`config.mk`:
```
export PLATFORM = sky130hd
export DESIGN_NAME = sss_cell
export DESIGN_NICKNAME = d
export VERILOG_FILES = /design/src/hdl/sss_pkg.sv /design/src/hdl/sss_cell.sv
export SDC_FILE = /design/constraint.sdc
export NUM_CORES = 1
export LEC_CHECK = 0
export BUFFER_PORTS_ARGS = -buffer_cell sky130_fd_sc_hd__buf_2
export CAP_MARGIN = 20
export CORE_MARGIN = 2
export CORE_UTILIZATION = 42
export DETAILED_ROUTE_END_ITERATION = 8
export PLACE_DENSITY = 0.87
export SETUP_SLACK_MARGIN = 0.02
export SYNTH_ARGS = -nofsm -noshare
export SYNTH_HDL_FRONTEND = slang
export SYNTH_SLANG_ARGS = --single-unit
```
`constraint.sdc`:
```
create_clock -name i_clk -period 2.65 [get_ports i_clk]
set_input_delay 0.3975 -clock i_clk [delete_from_list [all_inputs] [get_ports i_clk]]
set_output_delay 0.3975 -clock i_clk [all_outputs]
set_load 0.01 [all_outputs]
```
`src/hdl/sss_pkg.sv`:
```
// ----------------------------------------------------------------------------
// sss_pkg
// Shared types and constants of the sorted store with statistics.
// ----------------------------------------------------------------------------
package sss_pkg;

    // width of one stored number, raw two's complement fixed-point code
    localparam int VALUE_W = 32;

    // command selector
    localparam int CMD_W = 2;
    localparam logic [CMD_W-1:0] CMD_CLEAR  = 2'd0;
    localparam logic [CMD_W-1:0] CMD_INSERT = 2'd1;
    localparam logic [CMD_W-1:0] CMD_DUMP   = 2'd2;

    // default number of cells
    localparam int DEF_DEPTH = 64;

    // per-cycle control broadcast to every cell
    typedef struct packed {
        logic ins;  // insert the broadcast value into the chain
        logic rot;  // rotate the occupied part of the chain by one place
    } t_cell_ctl;

endpackage

```
`src/hdl/sss_cell.sv`:
```
// ----------------------------------------------------------------------------
// sss_cell
// One cell of the sorted chain: holds one entry, takes part in insertion
// and in the rotation used for read-out.
// ----------------------------------------------------------------------------
module sss_cell
    import sss_pkg::*;
#(
    parameter int IDX   = 0,
    parameter int CNT_W = 7
) (
    input  logic                      i_clk,
    input  t_cell_ctl                 i_ctl,
    input  logic        [CNT_W-1:0]   i_count,
    input  logic signed [VALUE_W-1:0] i_new,
    input  logic signed [VALUE_W-1:0] i_left,
    input  logic                      i_left_shift,
    input  logic signed [VALUE_W-1:0] i_right,
    input  logic signed [VALUE_W-1:0] i_head,
    output logic signed [VALUE_W-1:0] o_value,
    output logic                      o_shift
);

    localparam logic [CNT_W-1:0] MY_IDX = CNT_W'(IDX);

    logic signed [VALUE_W-1:0] r_value;
    logic signed [VALUE_W-1:0] n_value;
    logic                      w_occ;
    logic                      w_tail;

    // occupancy from the shared fill count
    assign w_occ  = MY_IDX < i_count;
    assign w_tail = MY_IDX == (i_count - CNT_W'(1));

    // cell moves up when empty or when its entry is above the new value
    assign o_shift = !w_occ || (r_value > i_new);

    // next entry
    always_comb begin
        n_value = r_value;
        if (i_ctl.ins) begin
            if (i_left_shift) begin
                n_value = i_left;
            end else if (o_shift) begin
                n_value = i_new;
            end
        end else if (i_ctl.rot) begin
            n_value = w_tail ? i_head : i_right;
        end
    end

    always_ff @(posedge i_clk) begin
        r_value <= n_value;
    end

    assign o_value = r_value;

endmodule

```
==> results.cfg, run 1 <==
[outcome]
status = complete, no violations

[floorplanning]
design.core.area_um2 = 7290
die-area_um2 = 8320
dieWidth_um = 91.2
fp.dieH_um = 91.2
initial_core_util_pct = 43.8
io_pins = 172
rows = 31

[cells_and_area]
stdcell_area_um2 = 4290
final_common_cell = buf_2
stdcell_count = 581
largest_register_ffs = 32
layout-drive-gt1-share_pct = 54.4
area_delta_synth_final_pct = 34.4
n_antenna_cell = 0
fin_nets = 652
mostFrequentLayoutCells = 170 x buf_2, 33 x nor2b_1, 32 x inv_1, 32 x mux2i_1, 32 x edfxtp_1

[timing]
worst_slew_pin_slew_ns = 0.771
finalCritPeriodShare_pct = 99.0
max_freq_mhz = 381
slew_headroom_pct = 48.6
setup_ws_ns = 0.0262
final.setup_skew_ns = 0.00806
setup_viol = 0
drv_slew = 0
fin_crit_ns = 2.62
finalHoldViolCount = 0
fin_setup_tns_ns = 0
rsz0062_at_grt = true

[global_route]
grt-busiest-layer = met2
overflow = 0
grt_max_degree = 51
track_usage_pct = 20.7
grt_pass1_wl_um = 13900
grt_pass1_vias = 3060
antenna_found_initial = 0
gr-usage-met3_pct = 3.57
global_route.usage.met2_pct = 39.2
grtUsageMet1_pct = 23.8

[synthesis]
mappedNetlistArea_um2 = 3190
ys_seq_area_share_pct = 30.1
synth_nets = 477
syn_inst = 306
syn_avg_cell_area_um2 = 10.4
yosys_warnings = 0
synthTopCellsByArea = edfxtp_1 30%, ha_1 13%, a211oi_2 12%
synth.distinct_cells = 32
yosysTopAreaCell = edfxtp_1
yosysTopAreaCellShare_pct = 30.1
ys_ff_latch = 32

[placement]
io_buffers = 171
post-dp-hpwl_um = 7350
pre_cts_ws_ns = 0.0887
place_area_um2 = 4140
gp_congestion = 0.817
dp.cells = 567

[detailed_routing]
wire_per_inst_um = 15.2
drc = 0
routed_wl_um = 8840
vias = 3002
via_per_inst = 5.17
drtPass1Iterations = 4
drtIter0Drc = 60
ant_nets = 0

[hold_path]
min_path_cells = 3
min_from = i_head[29]
min_to = o_value[29]
hp-class = primary input to flip-flop

[clock_network]
cts_hold_repair.buffers = 0
cts_tree = done
clk_latency_ns = 0.29
cts_root_buf = clkbuf_8
clkSlewWorstSetupHoldPaths_ns = 0.06
cts.sinks = 32
cts_buffer_depth = 2
htree_num_levels = 2
numCtsBuffers = 5

[setup_path]
critical-path-top-delay-family = compound AO/OA/AOI/OAI gates
r2r_setup_slack_ns = 0.14
critPathBufInv = 1
slowest_delay_ns = 0.40
criticalPathCategory = flip-flop to output port
cp.required_ns = 2.25
reg2reg_depth = 9
crit_chain = ha_1, a21oi_1, o21ai_1, a221o_1, o31a_1, a2bb2oi_1, nand2_1, buf_2
arrival_ns = 2.23
cp_slowest_cell = edfxtp_1
worstReg2RegEnd = o_value[16]
critPathLaunchType = flip-flop
critPathMaxFanout = 2
end_kind = output port
timing.rr.start = o_value[30]

[job]
drv_cap = 0

[pwr]
total_power_uw = 1790
pwr_density_cell_nw_per_um2 = 417
irDropWorstVdd_v = 0.000230
power_leakage_uw = 0.00203
[metrics by stage]
step	hold WS (ns)	utilization, %
after CTS	0.448	58.0
final	0.456	58.9
after global routing	0.454	58.9
after global placement	0.745	56.8
after detailed placement	0.743	56.8
after floorplan	0.641	-
[worst reg2reg max path, delay by kind of cell, from the launching register on]
family                     cells  cell delay [ns]
AOI/OAI and AO/OA              2             0.27
adders and majority gates      1             0.31
buffers and inverters          3             0.60
DFF                            1             0.44
and+or+nand+nor                3             0.64
[how the worst max path moves through the flow]
stage / startpoint / endpoint / slack [ns] / cells past startpoint
3_3_place_gp: i_new[31] / o_shift / 0.19 / 9
2_1_floorplan: o_value[5] / o_value[0] / -0.18 / 7
4_1_cts: o_value[31] / o_shift / 0.02 / 8
3_5_place_dp: i_new[29] / o_value[17] / 0.09 / 10
5_1_grt: o_value[30] / o_shift / -0.09 / 8
6_report: o_value[5] / o_shift / 0.03 / 8
[logic make-up (layout without fill, tap and decap cells)]
group                      count (synthesis)  after routing  share of synthesized area [%]
muxes                                     32             32                           10.0
buffers and inverters                     50            226                           8.81
and+or+nand+nor                           67             67                           12.1
AOI/OAI and AO/OA                         93             93                           26.4
DFF                                       32             32                           30.1
adders and majority gates                 32             32                           12.5
[cell type report]
| cell class | count | area [um^2] |
|---|---|---|
| inverter | 32 | 120 |
| sequential | 32 | 961 |
| clock inverter | 1 | 3.75 |
| tap | 99 | 124 |
| timing repair buffer | 186 | 971 |
| multi-input combinational | 224 | 2040 |
| fill | 648 | 3000 |
| clock buffer | 7 | 76.3 |
[where the power goes]
group,total [uW],internal [uW],switching [uW],leakage (uW)
clock network,359,183,176,0.0000399
logic,722,340,382,0.00168
registers,709,660,48.9,0.000317
[what timing repair did]
item                       4_1_cts  5_1_grt
buffers inserted                 0        6
setup endpoints to repair        1       33
pin swaps                        2        7
gates resized for setup          1        6
cloned                           0        0
[cell usage after synthesis]
cell,n
nand4_1,8
o31a_1,1
buf_6,3
nand3_1,3
a2bb2oi_1,2
a221oi_1,1
a211oi_1,3
nand2_1,9
a21o_1,1
mux2i_1,32
nor2_1,6
a21oi_2,30
o211ai_1,2
a21boi_0,1
inv_1,32
nand3b_1,2
buf_12,4
nor4_1,2
edfxtp_1,32
and3_1,1
nor4_2,1
ha_1,32
nor3b_1,1
nor3_1,1
a211oi_2,30
a221o_1,1
o21ai_0,4
a2111oi_0,1
buf_2,5
clkbuf_1,6
nor2b_1,33
a21oi_1,16
[layer usage]
layer | share of wire, % | vias to the layer above
li1 | - | 1489
met1 | 41 | 1401
met2 | 53 | 103
met3 | 5.2 | 9
met4 | 1.0 | 0
met5 | 0 | -
Note: power is estimated with default switching activity, not from simulation.
==> run 2, diff against run 1 <==
Settings changed: PLACE_DENSITY 0.87 to 0.89.
==> results.cfg, run 2 (synthesized netlist as in run 1, its figures left out) <==
[clock_network]
cts_root_buf = clkbuf_8
cts_buffer_depth = 2
cts_tree = done
cts_hold_repair.buffers = 0
clk_latency_ns = 0.28
htree_num_levels = 2
numCtsBuffers = 5
clkSlewWorstSetupHoldPaths_ns = 0.06
cts.sinks = 32

[detailed_routing]
ant_nets = 0
vias = 3018
via_per_inst = 5.24
wire_per_inst_um = 15.2
drtPass1Iterations = 4
drc = 0
routed_wl_um = 8730
drtIter0Drc = 86

[global_route]
antenna_found_initial = 0
grt_pass1_wl_um = 14300
grt_pass1_vias = 3168
track_usage_pct = 21.2
overflow = 0
grt_max_degree = 51

[timing]
finalCritPeriodShare_pct = 97.6
rsz0062_at_grt = true
fin_crit_ns = 2.59
worst_slew_pin_slew_ns = 0.774
setup_ws_ns = 0.0644
drv_slew = 0
setup_viol = 0
slew_headroom_pct = 48.4
final.setup_skew_ns = 0.00321
finalHoldViolCount = 0
max_freq_mhz = 387

[floorplanning]
design.core.area_um2 = 7290
rows = 31
initial_core_util_pct = 43.8
dieWidth_um = 91.2
die-area_um2 = 8320
fp.dieH_um = 91.2
io_pins = 172

[setup_path]
startpoint = o_value[15]
crit_chain = ha_1, nand4_1, nor2_1, a221o_1, o31a_1, a2bb2oi_2, nand2_1, buf_2
arrival_ns = 2.19
end_kind = output port
timing.rr.start = o_value[23]
cp_slowest_cell = edfxtp_1
cp.required_ns = 2.25
criticalPathCategory = flip-flop to output port
slowest_delay_ns = 0.40
critPathLaunchType = flip-flop
critPathMaxFanout = 4
reg2reg_depth = 8

[cells_and_area]
mostFrequentLayoutCells = 170 x buf_2, 33 x nor2b_1
layout-drive-gt1-share_pct = 54.3
largest_register_ffs = 32
fin_util_pct = 58.5
area_delta_synth_final_pct = 33.6
fin_nets = 647
stdcell_count = 576
n_antenna_cell = 0
final_common_cell = buf_2

[placement]
gp_congestion = 0.824
pre_cts_ws_ns = 0.0662
dp.cells = 564
post-dp-hpwl_um = 7190
io_buffers = 171

[outcome]
status = complete, no violations

[pwr]
power_leakage_uw = 0.00201
pwr_density_cell_nw_per_um2 = 417
irDropWorstVdd_v = 0.000209

[hold_path]
min_path_cells = 3
min_from = i_head[5]
hp-class = primary input to flip-flop

[job]
drv_cap = 0
[run 2: worst max-delay path: cells and delay by family, from the launching register on]
kind / cells / cell delay, ns
flip-flops: 1 / 0.40
AO/OA/AOI/OAI: 3 / 0.71
buffers and inverters: 1 / 0.14
adder cells (fa/ha/maj): 1 / 0.34
AND/OR/NAND/NOR: 3 / 0.31
[run 2: area by class of cell]
class	count	area [um^2]
flip-flops and latches	32	961
fillers	683	3020
clock inverters	1	3.75
repair buffers	181	933
clock buffers	7	76.3
well taps	99	124
inverters	32	120
multi-input cells	224	2050
[run 2: worst paths after layout]
kind	slack [ns]	endpoint
hold / removal	0.46	o_value[5]
setup / recovery	0.06	o_shift
hold reg to reg	1.28	o_value[11]
setup reg to reg	0.22	o_value[25]
[run 2: where the power goes]
part / switching (uW) / internal, uW
Combinational: 383 / 337
Clock: 171 / 183
Sequential: 44.5 / 660
[run 2: metrics by stage]
step	setup TNS [ns]	total power (uW)	area, um^2	hold slack [ns]
finish	0	1780	4270	0.457
floorplan	-5.85	1110	3250	0.641
global placement	0	1370	4120	0.746
detailed placement	0	1410	4120	0.746
CTS	0	1770	4210	0.452
global route	-0.0846	1900	4270	0.464
[run 2: layer usage]
layer	global-route usage [%]	wire length, um	share of wire, %
met5	0	0	0
met4	8.21	231	2.6
met3	3.65	441	5.1
met2	38.9	4450	51
met1	24.3	3610	41
[run 2: timing repair]
item / CTS / global route
gates resized for setup: 1 / 8
endpoints found under the hold margin: 0 / 0
pin swaps: 2 / 7
setup buffers: 0 / 4
endpoints found under the setup margin: 1 / 33
==> run 3, diff against run 2 <==
Settings changed: CORE_MARGIN 2 to 5.
==> results.cfg, run 3 (synthesized netlist as in run 1, its figures left out) <==
[cells_and_area]
n_antenna_cell = 0
nFillCells = 637
area_delta_synth_final_pct = 36.7
final_common_cell = buf_2
largest_register_ffs = 32
mostFrequentLayoutCells = 170 x buf_2, 33 x nor2b_1, 32 x inv_1, 32 x mux2i_1, 32 x edfxtp_1
layout-drive-gt1-share_pct = 55.8
fin_util_pct = 59.5
fin_nets = 653

[detailed_routing]
top_layer = met4
ant_nets = 0
met2_length_um = 4940
drtIter0Drc = 85
wire_per_inst_um = 16.2
drc = 0
routed_wl_um = 9440
met3_length_um = 555
via_per_inst = 5.15
met1_length_um = 3820
vias = 2994
drtPass1Iterations = 4

[global_route]
track_usage_pct = 19.0
grt_pass1_wl_um = 14900
grt_pass1_vias = 3220
antenna_found_initial = 0
overflow = 0
grt_max_degree = 39

[floorplanning]
die-area_um2 = 9450
rows = 31
initial_core_util_pct = 43.6
design.core.area_um2 = 7330
fp.dieH_um = 97.2
io_pins = 172
dieWidth_um = 97.2

[placement]
gp_congestion = 0.836
post-dp-hpwl_um = 7680
io_buffers = 171

[pwr]
total_power_uw = 1800
p_switching_uw = 616
intPower_uw = 1190
swShare_pct = 34.2
power_leakage_uw = 0.00204
seqPwrFrac_pct = 39.4
irDropWorstVdd_v = 0.000217
pwr_density_cell_nw_per_um2 = 413
pwr-share-clk_pct = 19.1
combPwrFrac_pct = 41.4

[setup_path]
criticalPathCategory = flip-flop to output port
arrival_ns = 2.19
end_kind = output port
critPathMaxFanout = 3
r2r_setup_slack_ns = 0.23
cp.required_ns = 2.25
critPathLaunchType = flip-flop

[clock_network]
cts_hold_repair.buffers = 0
numCtsBuffers = 5
clk_latency_ns = 0.28
htree_num_levels = 2
cts.sinks = 32
cts_root_buf = clkbuf_8
cts_buffer_depth = 2
clkSlewWorstSetupHoldPaths_ns = 0.07
cts_tree = done

[timing]
rsz0062_at_grt = true
worst_slew_pin_slew_ns = 0.575
final.setup_skew_ns = 0.00911
drv_slew = 0
finalHoldViolCount = 0
max_freq_mhz = 386
slew_headroom_pct = 61.7
fin_crit_ns = 2.59
setup_viol = 0
finalCritPeriodShare_pct = 97.8

[outcome]
status = complete, no violations

[hold_path]
hp-class = primary input to flip-flop

[job]
drv_cap = 0
==> run 3: critical path: stages (launching register included) <==
cell	delay, ns
edfxtp_1	0.40
ha_1	0.34
nand4_1	0.19
nor2_1	0.07
a221o_1	0.30
o31a_1	0.25
a2bb2oi_1	0.13
nand2_1	0.08
buf_2	0.14
==> run 3: final timing paths <==
check | depth (start not counted) | from | endpoint
max | 8 | o_value[11] | o_shift
min | 3 | i_head[10] | o_value[10]
max reg2reg | 8 | o_value[26] | o_value[22]
min reg2reg | 4 | o_value[31] | o_value[12]
==> run 3: cell type report <==
cell class | count | area, um^2 | area share [%]
multi-input cells | 224 | 2110 | 48.2
repair buffers | 187 | 978 | 22.4
flip-flops and latches | 32 | 961 | 22.0
well taps | 99 | 124 | 2.84
inverters | 32 | 120 | 2.75
clock buffers | 5 | 68.8 | 1.58
clock inverters | 2 | 7.51 | 0.172
==> run 3: power groups by stage <==
| stage | clock (uW) | combinational (uW) | sequential (uW) |
|---|---|---|---|
| after CTS | 359 | 702 | 707 |
| after global placement | 0 | 671 | 711 |
| after global routing | 385 | 822 | 721 |
| after floorplan | 0 | 362 | 750 |
| final | 345 | 747 | 711 |
| after detailed placement | 0 | 695 | 719 |
==> run 3: timing repair <==
action	in CTS	in global routing
pin swaps	2	8
buffers inserted	0	7
cloned	0	0
setup endpoints to repair	1	1
gates resized for setup	1	12
==> run 3: layer usage <==
metal,vias to the layer above,GRT usage [%]
met5,-,0
met4,0,5.64
met3,8,4.45
met2,109,34.2
met1,1389,22.4
li1,1488,-
==> run 3: through the flow <==
stage / std cells / setup TNS, ns / hold WS [ns] / worst slack [ns] / cell area, um^2
4_1_cts: 574 / 0 / 0.457 / 0.0237 / 4230
2_1_floorplan: 306 / -5.85 / 0.641 / -0.183 / 3250
3_3_place_gp: 567 / 0 / 0.746 / 0.130 / 4140
5_1_grt: 581 / -0.0220 / 0.456 / -0.0220 / 4370
6_report: 581 / 0 / 0.463 / 0.0595 / 4370
3_5_place_dp: 567 / 0 / 0.749 / 0.110 / 4140
