===== config.mk =====
export PLATFORM = sky130hd
export DESIGN_NAME = sss_div
export DESIGN_NICKNAME = d
export VERILOG_FILES = /design/src/hdl/sss_pkg.sv /design/src/hdl/sss_div.sv
export SDC_FILE = /design/constraint.sdc
export NUM_CORES = 1
export LEC_CHECK = 0
export CAP_MARGIN = 20
export CORE_UTILIZATION = 55
export CTS_CLUSTER_SIZE = 12
export DETAILED_ROUTE_END_ITERATION = 8
export DONT_BUFFER_PORTS = 1
export GPL_ROUTABILITY_DRIVEN = 1
export PLACE_DENSITY_LB_ADDON = 0.25
export RECOVER_POWER = 100
export SLEW_MARGIN = 10
export SYNTH_ARGS = -nofsm -noshare
export SYNTH_HDL_FRONTEND = slang
export SYNTH_SLANG_ARGS = --single-unit
export TNS_END_PERCENT = 1

===== constraint.sdc =====
create_clock -name i_clk -period 6.8 [get_ports i_clk]
set_clock_uncertainty 0.1 [all_clocks]
set_input_delay 1.02 -clock i_clk [delete_from_list [all_inputs] [get_ports i_clk]]
set_output_delay 1.02 -clock i_clk [all_outputs]
set_load 0.1 [all_outputs]

===== src/hdl/sss_pkg.sv =====
// ----------------------------------------------------------------------------
// sss_pkg
// Shared types and constants of the sorted store with statistics.
// ----------------------------------------------------------------------------
package sss_pkg;

    // width of one stored number, raw two's complement fixed-point code
    localparam int VALUE_W = 32;

    // command selector
    localparam int CMD_W = 2;
    localparam logic [CMD_W-1:0] CMD_CLEAR  = 2'd0;
    localparam logic [CMD_W-1:0] CMD_INSERT = 2'd1;
    localparam logic [CMD_W-1:0] CMD_DUMP   = 2'd2;

    // default number of cells
    localparam int DEF_DEPTH = 64;

    // per-cycle control broadcast to every cell
    typedef struct packed {
        logic ins;  // insert the broadcast value into the chain
        logic rot;  // rotate the occupied part of the chain by one place
    } t_cell_ctl;

endpackage


===== src/hdl/sss_div.sv =====
// ----------------------------------------------------------------------------
// sss_div
// Bit-serial restoring divider: signed sum by unsigned count, quotient
// truncated toward zero, one quotient bit per cycle.
// ----------------------------------------------------------------------------
module sss_div
    import sss_pkg::*;
#(
    parameter int SUM_W = 38,
    parameter int CNT_W = 7
) (
    input  logic                      i_clk,
    input  logic                      i_rst_n,
    input  logic                      i_start,
    input  logic signed [SUM_W-1:0]   i_dividend,
    input  logic        [CNT_W-1:0]   i_divisor,
    output logic                      o_done,
    output logic signed [VALUE_W-1:0] o_quotient
);

    localparam int STEP_W = $clog2(SUM_W + 1);

    logic              r_busy;
    logic              r_done;
    logic [STEP_W-1:0] r_step;
    logic              r_neg;
    logic [SUM_W-1:0]  r_dvd;
    logic [CNT_W-1:0]  r_rem;
    logic [CNT_W-1:0]  r_dvs;
    logic [CNT_W:0]    w_trial;
    logic              w_fit;

    // shift in the next dividend bit and try the subtraction
    assign w_trial = {r_rem, r_dvd[SUM_W-1]};
    assign w_fit   = w_trial >= {1'b0, r_dvs};

    // control
    always_ff @(posedge i_clk) begin
        if (!i_rst_n) begin
            r_busy <= 1'b0;
            r_done <= 1'b0;
            r_step <= '0;
        end else begin
            r_done <= 1'b0;
            if (i_start) begin
                r_busy <= 1'b1;
                r_step <= STEP_W'(SUM_W);
            end else if (r_busy) begin
                r_step <= r_step - STEP_W'(1);
                if (r_step == STEP_W'(1)) begin
                    r_busy <= 1'b0;
                    r_done <= 1'b1;
                end
            end
        end
    end

    // datapath: dividend register collects the quotient bits from the bottom
    always_ff @(posedge i_clk) begin
        if (i_start) begin
            r_neg <= i_dividend[SUM_W-1];
            r_dvd <= i_dividend[SUM_W-1] ? SUM_W'(-i_dividend) : SUM_W'(i_dividend);
            r_rem <= '0;
            r_dvs <= i_divisor;
        end else if (r_busy) begin
            r_dvd <= {r_dvd[SUM_W-2:0], w_fit};
            r_rem <= w_fit ? CNT_W'(w_trial - {1'b0, r_dvs}) : w_trial[CNT_W-1:0];
        end
    end

    // the magnitude fits 32 bits, so the sign is applied on the low word
    assign o_done     = r_done;
    assign o_quotient = r_neg ? -$signed(r_dvd[VALUE_W-1:0]) : $signed(r_dvd[VALUE_W-1:0]);

endmodule


==> results of run 1 <==
## state kept, by name, summed over array words and instances, names as in the netlist
register / cells
o_done: 1
r_neg: 1
r_rem: 7
r_step: 6
r_dvd: 38
r_busy: 1
r_dvs: 7
## layout by cell type (no fill, tap or decap), types with 3 or more instances in the layout
master,instances
nor2_1,59
edfxtp_1,46
a21oi_1,44
xor2_1,36
xnor2_2,30
nand2_1,29
clkbuf_1,29
o21ai_0,22
inv_1,21
o31ai_1,21
o41ai_1,20
dfxtp_1,15
ha_1,11
nor4_1,10
nand3_1,10
clkbuf_8,9
or3_1,7
nor3_1,7
or4_1,6
nand2b_1,5
xnor2_1,4
a311oi_1,4
or4_4,3
or2_2,3
nand4_1,3
a21boi_0,3
clkinv_2,3
buf_4,3
## worst max-delay path, cell delays in order (launching register included)
cell and delay (ps):
edfxtp_1 800, or3_1 580, nor2_1 200, nand2_1 250, o41ai_1 490, xnor2_2 160
clkbuf_1 870
## kinds of logic (layout without fill, tap and decap cells)
| logic type | after synthesis | count (layout) |
|---|---|---|
| compound gates | 126 | 126 |
| xor+xnor | 70 | 70 |
| fa+ha+maj | 12 | 12 |
| buf+inv | 45 | 69 |
| flops | 61 | 61 |
| mux | 2 | 2 |
| simple gates | 150 | 150 |
## layer usage
metal | GRT usage, % | up-vias
li1 | - | 1761
met1 | 31.7 | 1698
met2 | 40.2 | 123
met3 | 6.43 | 9
met4 | 9.68 | 0
met5 | 0 | -
## layout make-up
cell class	instances	area [µm²]
clock buffer	11	174
timing repair buffer	32	131
inverter	21	78.8
tap	99	124
fill	610	2580
sequential	61	1680
clock inverter	5	27.5
multi-input combinational	360	2570
## through the flow
step | hold slack [ps] | cell area, µm² | util [%] | power, mW | std cells
floorplan | 343 | 4260 | - | 0.916 | 466
global placement | 357 | 4730 | 64.2 | 1.01 | 569
detailed placement | 361 | 4790 | 65.0 | 1.03 | 573
CTS | 377 | 4990 | 67.8 | 1.35 | 589
global route | 402 | 4790 | 64.9 | 1.36 | 589
finish | 372 | 4790 | 64.9 | 1.31 | 589
## power by group through the flow
| stage | logic, mW | clock network [mW] | registers [mW] |
|---|---|---|---|
| after floorplan | 0.434 | 0 | 0.481 |
| after global placement | 0.504 | 0 | 0.506 |
| after detailed placement | 0.526 | 0 | 0.507 |
| after CTS | 0.528 | 0.327 | 0.499 |
| after global routing | 0.514 | 0.345 | 0.506 |
| final | 0.487 | 0.323 | 0.501 |
## worst min path at each step
stage | start | end | slack (ps) | cells after the start
2_1_floorplan | r_rem[6] | r_rem[6] | 340 | 1
3_3_place_gp | r_rem[6] | r_rem[6] | 360 | 1
3_5_place_dp | r_rem[6] | r_rem[6] | 360 | 1
4_1_cts | r_rem[6] | r_rem[6] | 380 | 1
5_1_grt | r_rem[6] | r_rem[6] | 400 | 1
6_report | r_rem[6] | r_rem[6] | 370 | 1
==> results.md, run 1 <==
- Switch Pwr: 572 µW
- DRT antenna net count: 0
- M1 wire length: 4.21 mm
- Pre-CTS setup slack: 2970 ps
- Flops & latches, synth: 61
- CP endpoint kind: output pin
- CTS max path bufs: 2
- Flop2flop setup slack: 3870 ps
- Synth cell types: 47
- Main combinational cell family by area after synthesis: compound AO/OA/AOI/OAI gates
- Clock network power share: 24.7%
- Fin crit period: 4820 ps
- Drt pass-1 iters: 5
- Die Wd: 90.1 µm
- Setup_tns: 0 ps
- Fin. Hold Viols: 0
- Yosys top cell by area: edfxtp_1
- Synthesized cell area: 4260 µm²
- GRT Residual Overflow: 0
- Residual DRC count: 0
- Internal: 740 µW
- Startpoint Class: register
- Gr usage total: 24.8%
- Measured slew at the worst slew-check pin: 2910 ps
- Worst vdd ir: 0.155 mV
- Number of global-route vias before repair: 3465
- CTS tree: yes
- Initial antenna violation count: 0
- Diodes inserted: 0
- Sink Count: 61
- Synth Area in Compound Gates: 20.4%
- Fraction of synthesized area in multiplexers: 0.469%
- Postcts setup bufs: 0
- Initial Util: 57.9%
- Setup violations, final: 0
- WL final: 9.73 mm
- Synthesized Nets: 526
- Path type of the worst min-delay path: register to register
- Sequential fraction of design power: 38.2%
- Fin. max-slew vios: 40
- Simple-gate share of the synthesized area: 17.5%
- NumNets Final: 545
- Worst Setup SP: r_dvd[0]
- Routed wl met2: 4.68 mm
- Peak Freq: 207 MHz
- Relative slew slack: -96.3%
- Post-synthesis sequential area ratio: 39.4%
- Num ports: 81
- Failing checks: capacitance limit, slew limit
- Skew-Pair Late Insertion Delay: 340 ps
- Reg clk slew, reported paths: 70 ps
- Global-route wire length before repair: 16.3 mm
- Highest metal used: met4
- Pwr Density: 274 nW/µm²
- Worst EP required: 5680 ps
- Setup crit end: o_quotient[23]
- Top-count cell post-synth: nor2_1
- Post-CTS Resized: 0
- Status: complete, but fails checks
- Core Rows: 31
- Area Overhead vs Synth: 12.2%
- PortBufs: 0
- Yosys synthesis warning count: 0
- WS Path Type: register to output pin
- Routability cong.: 0.819
- CP Data Arrival Time: 3700 ps
- Async SR Flop Fraction: 0%
- Largest net degree at the start of global routing: 96
- Worst r2r dst: r_dvd[6]
- Via/cell ratio: 6.10
- Total number of vias: 3591
- CP Max Fanout: 6
- Avg WL per Cell: 16.5 µm
- PnR worst setup slack: 1980 ps
- Main flop type after synthesis: edfxtp_1
- Synth Area in Adders: 3.70%
- Hpwl dp: 6.72 mm
- CTS Buf Count: 9
- Synthesized instance count: 466
- Total of max-cap violations: 2
- XOR/XNOR share of the synthesized area: 14.4%
- Met3 wire length: 746 µm
- Starting DRT DRC Count: 233
- Post-route clock period utilization: 70.9%
- Syn Area/Cell: 9.15 µm²
- Post-synth EDFFs: 46
- Sw Share: 43.6%
- P_leak: 1.74 nW
- Largest cells by area after synthesis: edfxtp_1, xor2_1, dfxtp_1, xnor2_1, nor2_1
- Overall die height: 90.1 µm
- Logic pwr share: 37.2%
- RSZ-0062 raised after global routing: false
- H-Tree Depth: 3
- Reg-to-reg startpoint: r_busy
- Share of the synthesized area in the top cell type: 32.4%
- Core area: 7370 µm²
- Worst R2R Path Depth: 3
- Hold-fix buffers at CTS: 0
- CTS Root Cell: clkbuf_8
- Top cells by count, synth: nor2_1, edfxtp_1, a21oi_1
- Ratio of cells with drive above 1 in the final layout: 11.4%
- DIE AREA: 8110 µm²
Note: power is estimated with default switching activity, not from simulation.
==> run 2, diff against run 1 <==
==> constraint.sdc (replaced) <==
create_clock -name i_clk -period 4.3 [get_ports i_clk]
set_clock_uncertainty 0.1 [all_clocks]
set_input_delay 0.645 -clock i_clk [delete_from_list [all_inputs] [get_ports i_clk]]
set_output_delay 0.645 -clock i_clk [all_outputs]
set_load 0.1 [all_outputs]
==> results.md, run 2 (synthesis gave the netlist of run 1 again) <==
- Crit-path slowest cell: clkbuf_1 (unchanged)
- Fin crit period: 3930 ps
- Drt pass-1 iters: 5 (unchanged)
- Worst EP required: 3560 ps (was 5680 ps)
- Sequential fraction of design power: 38.0% (was 38.2%)
- Num ports: 81 (unchanged)
- Initial antenna violation count: 0 (unchanged)
- Path type of the worst min-delay path: input pin to register (was register to register)
- CP Data Arrival Time: 3190 ps (was 3700 ps)
- Switch Pwr: 902 µW (was 572 µW)
- CTS tree: yes (unchanged)
- Sw Share: 43.9% (was 43.6%)
- GRT Residual Overflow: 0 (unchanged)
- DIE AREA: 8110 µm² (unchanged)
- Setup_tns: 0 ps (unchanged)
- Hold-fix buffers at CTS: 0 (unchanged)
- WL final: 9.90 mm (was 9.73 mm)
- CP Max Fanout: 4 (was 6)
- Avg WL per Cell: 16.8 µm (was 16.5 µm)
- Sink Count: 61 (unchanged)
- Logic pwr share: 39.5% (was 37.2%)
- Top flop regs: r_dvd: 38 flops, r_dvs: 7 flops, r_rem: 7 flops (unchanged)
- Postcts setup bufs: 0 (unchanged)
- Startpoint Class: register (unchanged)
- Delay-heaviest family, CP: simple AND/OR/NAND/NOR gates (unchanged)
- Overall die height: 90.1 µm (unchanged)
- Power Total: 2.05 mW (was 1.31 mW)
- Pwr Density: 426 nW/µm² (was 274 nW/µm²)
- RSZ-0062 raised after global routing: false (unchanged)
- Clock network power share: 22.5% (was 24.7%)
- Most common cell after layout, fill and taps aside: nor2_1 (unchanged)
- Status: complete, but fails checks (unchanged)
- DRT antenna net count: 0 (unchanged)
- Commonest non-fill, non-tap cells in the layout: nor2_1, edfxtp_1, a21oi_1 (unchanged)
- PortBufs: 0 (unchanged)
- CTS max path bufs: 2 (unchanged)
- Skew-Pair Late Insertion Delay: 340 ps (about the same)
- CP endpoint kind: output pin (unchanged)
- Starting DRT DRC Count: 284 (was 233)
- Fin. Hold Viols: 0 (unchanged)
- Gr usage total: 25.3% (was 24.8%)
- Residual DRC count: 0 (unchanged)
- Worst vdd ir: 0.283 mV (was 0.155 mV)
- Internal: 1.15 mW (was 740 µW)
- Setup violations, final: 0 (unchanged)
- NumNets Final: 546 (was 545)
- Diodes inserted: 0 (unchanged)
- Routability cong.: 0.832 (was 0.819)
- Initial Util: 57.9% (unchanged)
- Ratio of cells with drive above 1 in the final layout: 14.3% (was 11.4%)
- Post-layout util: 65.4% (was 64.9%)
- CTS Buf Count: 9 (unchanged)
- WS Path Type: register to output pin (unchanged)
- Crit path cell chain: or4_1, nor2_1, nand2_1, o21ai_0, xnor2_2, clkbuf_1 (was or3_1, nor2_1, nand2_1, o41ai_1, xnor2_2, clkbuf_1)
- P_leak: 1.78 nW (was 1.74 nW)
- CP peak stage delay: 890 ps (was 870 ps)
- Global-route wire length before repair: 16.6 mm (was 16.3 mm)
- Die Wd: 90.1 µm (unchanged)
- Crit path buffers/inverters: 1 (unchanged)
- H-Tree Depth: 3 (unchanged)
- Area Overhead vs Synth: 13.0% (was 12.2%)
- Core area: 7370 µm² (unchanged)
- Total number of vias: 3609 (was 3591)
- Peak Freq: 254 MHz
- Fin. max-slew vios: 30 (was 40)
- Number of global-route vias before repair: 3503 (was 3465)
- Failing checks: capacitance limit, slew limit (unchanged)
- Reg clk slew, reported paths: 70 ps (about the same)
- Largest Register: r_dvd (unchanged)
- Total of max-cap violations: 2 (unchanged)
- Hpwl dp: 6.90 mm (was 6.72 mm)
- CTS Root Cell: clkbuf_8 (unchanged)
- Max reg flops: 38 (unchanged)
- Via/cell ratio: 6.12 (was 6.10)
- Post-CTS Resized: 0 (unchanged)
- Measured slew at the worst slew-check pin: 1860 ps (was 2910 ps)
- Largest net degree at the start of global routing: 96 (unchanged)
- Core Rows: 31 (unchanged)
- Post-route clock period utilization: 91.4%
- Relative slew slack: -24.5% (was -96.3%)
run 2: changes by cell type in the layout (fill, tap and decap cells not counted), sizes merged:
cell,before,now
buf,3,6
clkbuf,40,39
inv,23,22
run 2: power by group through the flow:
stage	clock [mW]	combinational (mW)	sequential [mW]
6_report	0.462	0.811	0.780
5_1_grt	0.493	0.852	0.789
4_1_cts	0.469	0.855	0.779
3_5_place_dp	0	0.851	0.792
3_3_place_gp	0	0.818	0.788
2_1_floorplan	0	0.687	0.761
run 2: routing by layer:
metal	share of wire (%)	track usage (%)	wire (µm)
met1	45	34.1	4470
met5	0	0	0
met2	47	40.8	4650
met4	1.5	8.33	149
met3	6.4	5.08	635
run 2: final timing paths:
path | start | to | slack [ps] | cells past startpoint
worst max-delay path | r_dvd[5] | o_quotient[11] | 370 | 6
worst min-delay path | i_start | r_rem[3] | 290 | 1
worst max register to register | r_dvd[37] | r_rem[2] | 1440 | 8
worst min register to register | r_rem[6] | r_rem[6] | 380 | 1
run 2: final cells by class:
type / count / area (µm²)
multi-input cells: 360 / 2570
clock buffers: 12 / 155
well taps: 99 / 124
inverters: 21 / 78.8
repair buffers: 33 / 189
clock inverters: 4 / 21.3
flip-flops and latches: 61 / 1680
fillers: 591 / 2550
run 2: through the flow:
step	setup slack, ps	std cells	hold WS, ps	instance area (µm²)
final	369	590	285	4820
after CTS	652	590	273	4980
after detailed placement	1020	574	363	4800
after global routing	291	590	266	4820
after floorplan	794	466	343	4260
after global placement	1120	571	358	4750
==> run 3, diff against run 2 <==
--- a/config.mk
+++ b/config.mk
@@ -5,15 +5,15 @@
 export SDC_FILE = /design/constraint.sdc
 export NUM_CORES = 1
 export LEC_CHECK = 0
+export BUFFER_PORTS_ARGS = -buffer_cell sky130_fd_sc_hd__buf_2
 export CAP_MARGIN = 20
-export CORE_UTILIZATION = 55
+export CORE_UTILIZATION = 51
 export CTS_CLUSTER_SIZE = 12
 export DETAILED_ROUTE_END_ITERATION = 8
-export DONT_BUFFER_PORTS = 1
 export GPL_ROUTABILITY_DRIVEN = 1
 export PLACE_DENSITY_LB_ADDON = 0.25
 export RECOVER_POWER = 100
-export SLEW_MARGIN = 10
+export SLEW_MARGIN = 20
 export SYNTH_ARGS = -nofsm -noshare
 export SYNTH_HDL_FRONTEND = slang
 export SYNTH_SLANG_ARGS = --single-unit
==> results.md, run 3 (synthesis gave the netlist of run 1 again) <==
- Status: complete, but fails checks (unchanged)
- Failing checks: capacitance limit, slew limit (unchanged)
- Core Rows: 32 (was 31)
- Via/cell ratio: 5.84 (was 6.12)
- Diodes inserted: 0 (unchanged)
- NumNets Final: 595 (was 546)
- Peak Freq: 258 MHz (was 254 MHz)
- DIE AREA: 8730 µm² (was 8110 µm²)
- CP Data Arrival Time: 3130 ps (was 3190 ps)
- Total of max-cap violations: 3 (was 2)
- Measured slew at the worst slew-check pin: 1790 ps (was 1860 ps)
- Worst R2R Path Depth: 3 (was 8)
- Max reg flops: 38 (unchanged)
- Placed Area: 4710 µm² (was 4800 µm²)
- Residual DRC count: 0 (unchanged)
- CTS Buf Count: 9 (unchanged)
- P_leak: 1.78 nW (about the same)
- Delay-heaviest family, CP: simple AND/OR/NAND/NOR gates (unchanged)
- Crit-path slowest cell: clkbuf_1 (unchanged)
- GRT Residual Overflow: 0 (unchanged)
- Largest net degree at the start of global routing: 95 (was 96)
- Startpoint Class: register (unchanged)
- Worst EP required: 3560 ps (about the same)
- Worst Hold End: r_dvs[0] (was r_rem[3])
- Avg WL per Cell: 15.3 µm (was 16.8 µm)
- Post-route clock period utilization: 90.2% (was 91.4%)
- Top flop regs: r_dvd: 38 flops, r_dvs: 7 flops, r_rem: 7 flops (unchanged)
- RSZ-0062 raised after global routing: false (unchanged)
- Pwr Density: 435 nW/µm² (was 426 nW/µm²)
- Pre-CTS setup slack: 1100 ps (was 1020 ps)
- CP Max Fanout: 6 (was 4)
- Area Overhead vs Synth: 13.8% (was 13.0%)
- Starting DRT DRC Count: 186 (was 284)
- Number of global-route vias before repair: 3403 (was 3503)
- WS Path Type: register to output pin (unchanged)
- CP peak stage delay: 890 ps (about the same)
- Relative slew slack: -19.2% (was -24.5%)
- Postcts setup bufs: 0 (unchanged)
- Reg clk slew, reported paths: 80 ps (was 70 ps)
- Worst vdd ir: 0.256 mV (was 0.283 mV)
- Hpwl dp: 7.06 mm (was 6.90 mm)
- Hold-fix buffers at CTS: 0 (unchanged)
- Post-CTS Resized: 0 (unchanged)
- Path type of the worst min-delay path: input pin to register (unchanged)
- Fin. max-slew vios: 163 (was 30)
- Fin area: 4850 µm² (was 4820 µm²)
- Ratio of cells with drive above 1 in the final layout: 15.2% (was 14.3%)
- Sink Count: 61 (unchanged)
- Worst Hold Path Cells: 1 (unchanged)
- Setup violations, final: 0 (unchanged)
- CTS tree: yes (unchanged)
- Fin. Hold Viols: 0 (unchanged)
- CTS max path bufs: 2 (unchanged)
- PortBufs: 80 (was 0)
- Hold Startpoint: i_divisor[0] (was i_start)
- Overall die height: 93.4 µm (was 90.1 µm)
- DRT antenna net count: 0 (unchanged)
- PnR worst setup slack: 423 ps (was 369 ps)
- Reg-to-reg startpoint: r_busy (was r_dvd[37])
- Most common cell after layout, fill and taps aside: nor2_1 (unchanged)
- Initial Util: 54.1% (was 57.9%)
- Flop2flop setup slack: 1430 ps (was 1440 ps)
- CP endpoint kind: output pin (unchanged)
- Drt pass-1 iters: 4 (was 5)
- Routability cong.: 0.874 (was 0.832)
- Crit path buffers/inverters: 1 (unchanged)
- Worst r2r dst: r_dvd[22] (was r_rem[2])
- Global-route wire length before repair: 16.1 mm (was 16.6 mm)
- WL final: 9.85 mm (was 9.90 mm)
- Commonest non-fill, non-tap cells in the layout: nor2_1, buf_2, edfxtp_1 (was nor2_1, edfxtp_1, a21oi_1)
- Crit path cell chain: or4_1, nor2_1, nand2_1, o21ai_0, xnor2_1, clkbuf_1 (was or4_1, nor2_1, nand2_1, o21ai_0, xnor2_2, clkbuf_1)
- Num ports: 81 (unchanged)
- Core area: 7890 µm² (was 7370 µm²)
- Fin crit period: 3880 ps (was 3930 ps)
- Die Wd: 93.4 µm (was 90.1 µm)
- Initial antenna violation count: 0 (unchanged)
- CTS Root Cell: clkbuf_8 (unchanged)
- Largest Register: r_dvd (unchanged)
- H-Tree Depth: 3 (unchanged)
- Skew-Pair Late Insertion Delay: 330 ps (was 340 ps)
- Gr usage total: 23.5% (was 25.3%)
- Setup_tns: 0 ps (unchanged)
- Total number of vias: 3747 (was 3609)
- Power Total: 2.11 mW (was 2.05 mW)
==> run 3: stage by stage <==
stage | utilization (%) | cells | hold WS, ps
after floorplan | - | 466 | 343
after global placement | 59.7 | 626 | 358
after detailed placement | 59.7 | 626 | 366
after CTS | 62.4 | 642 | 369
after global routing | 61.5 | 642 | 366
final | 61.5 | 642 | 379
==> run 3: worst max path at each step <==
stage / end / slack [ps] / depth (start not counted) / startpoint
after floorplan: o_quotient[1] / 790 / 2 / r_neg
after global placement: o_quotient[26] / 1150 / 6 / r_dvd[5]
after detailed placement: o_quotient[26] / 1100 / 6 / r_dvd[6]
after CTS: o_quotient[26] / 730 / 6 / r_dvd[6]
after global routing: o_quotient[17] / 280 / 6 / r_dvd[6]
final: o_quotient[21] / 420 / 6 / r_dvd[6]
==> run 3: layout make-up <==
type	count	area, µm²
multi-input combinational	360	2370
clock inverter	5	37.5
tap	102	128
clock buffer	11	174
inverter	21	78.8
timing repair buffer	82	378
fill	683	3040
sequential	61	1680
==> run 3: power breakdown <==
group / switching, mW / total, mW / internal [mW]
registers: 0.0668 / 0.774 / 0.707
clock network: 0.246 / 0.529 / 0.283
logic: 0.631 / 0.805 / 0.174
==> run 3: metal layers <==
metal | GRT usage [%] | routed length (µm) | vias up
met5 | 0 | 0 | -
met4 | 8.46 | 134 | 0
met3 | 3.58 | 509 | 12
met2 | 36.8 | 4480 | 118
met1 | 32.9 | 4720 | 1755
li1 | - | - | 1862
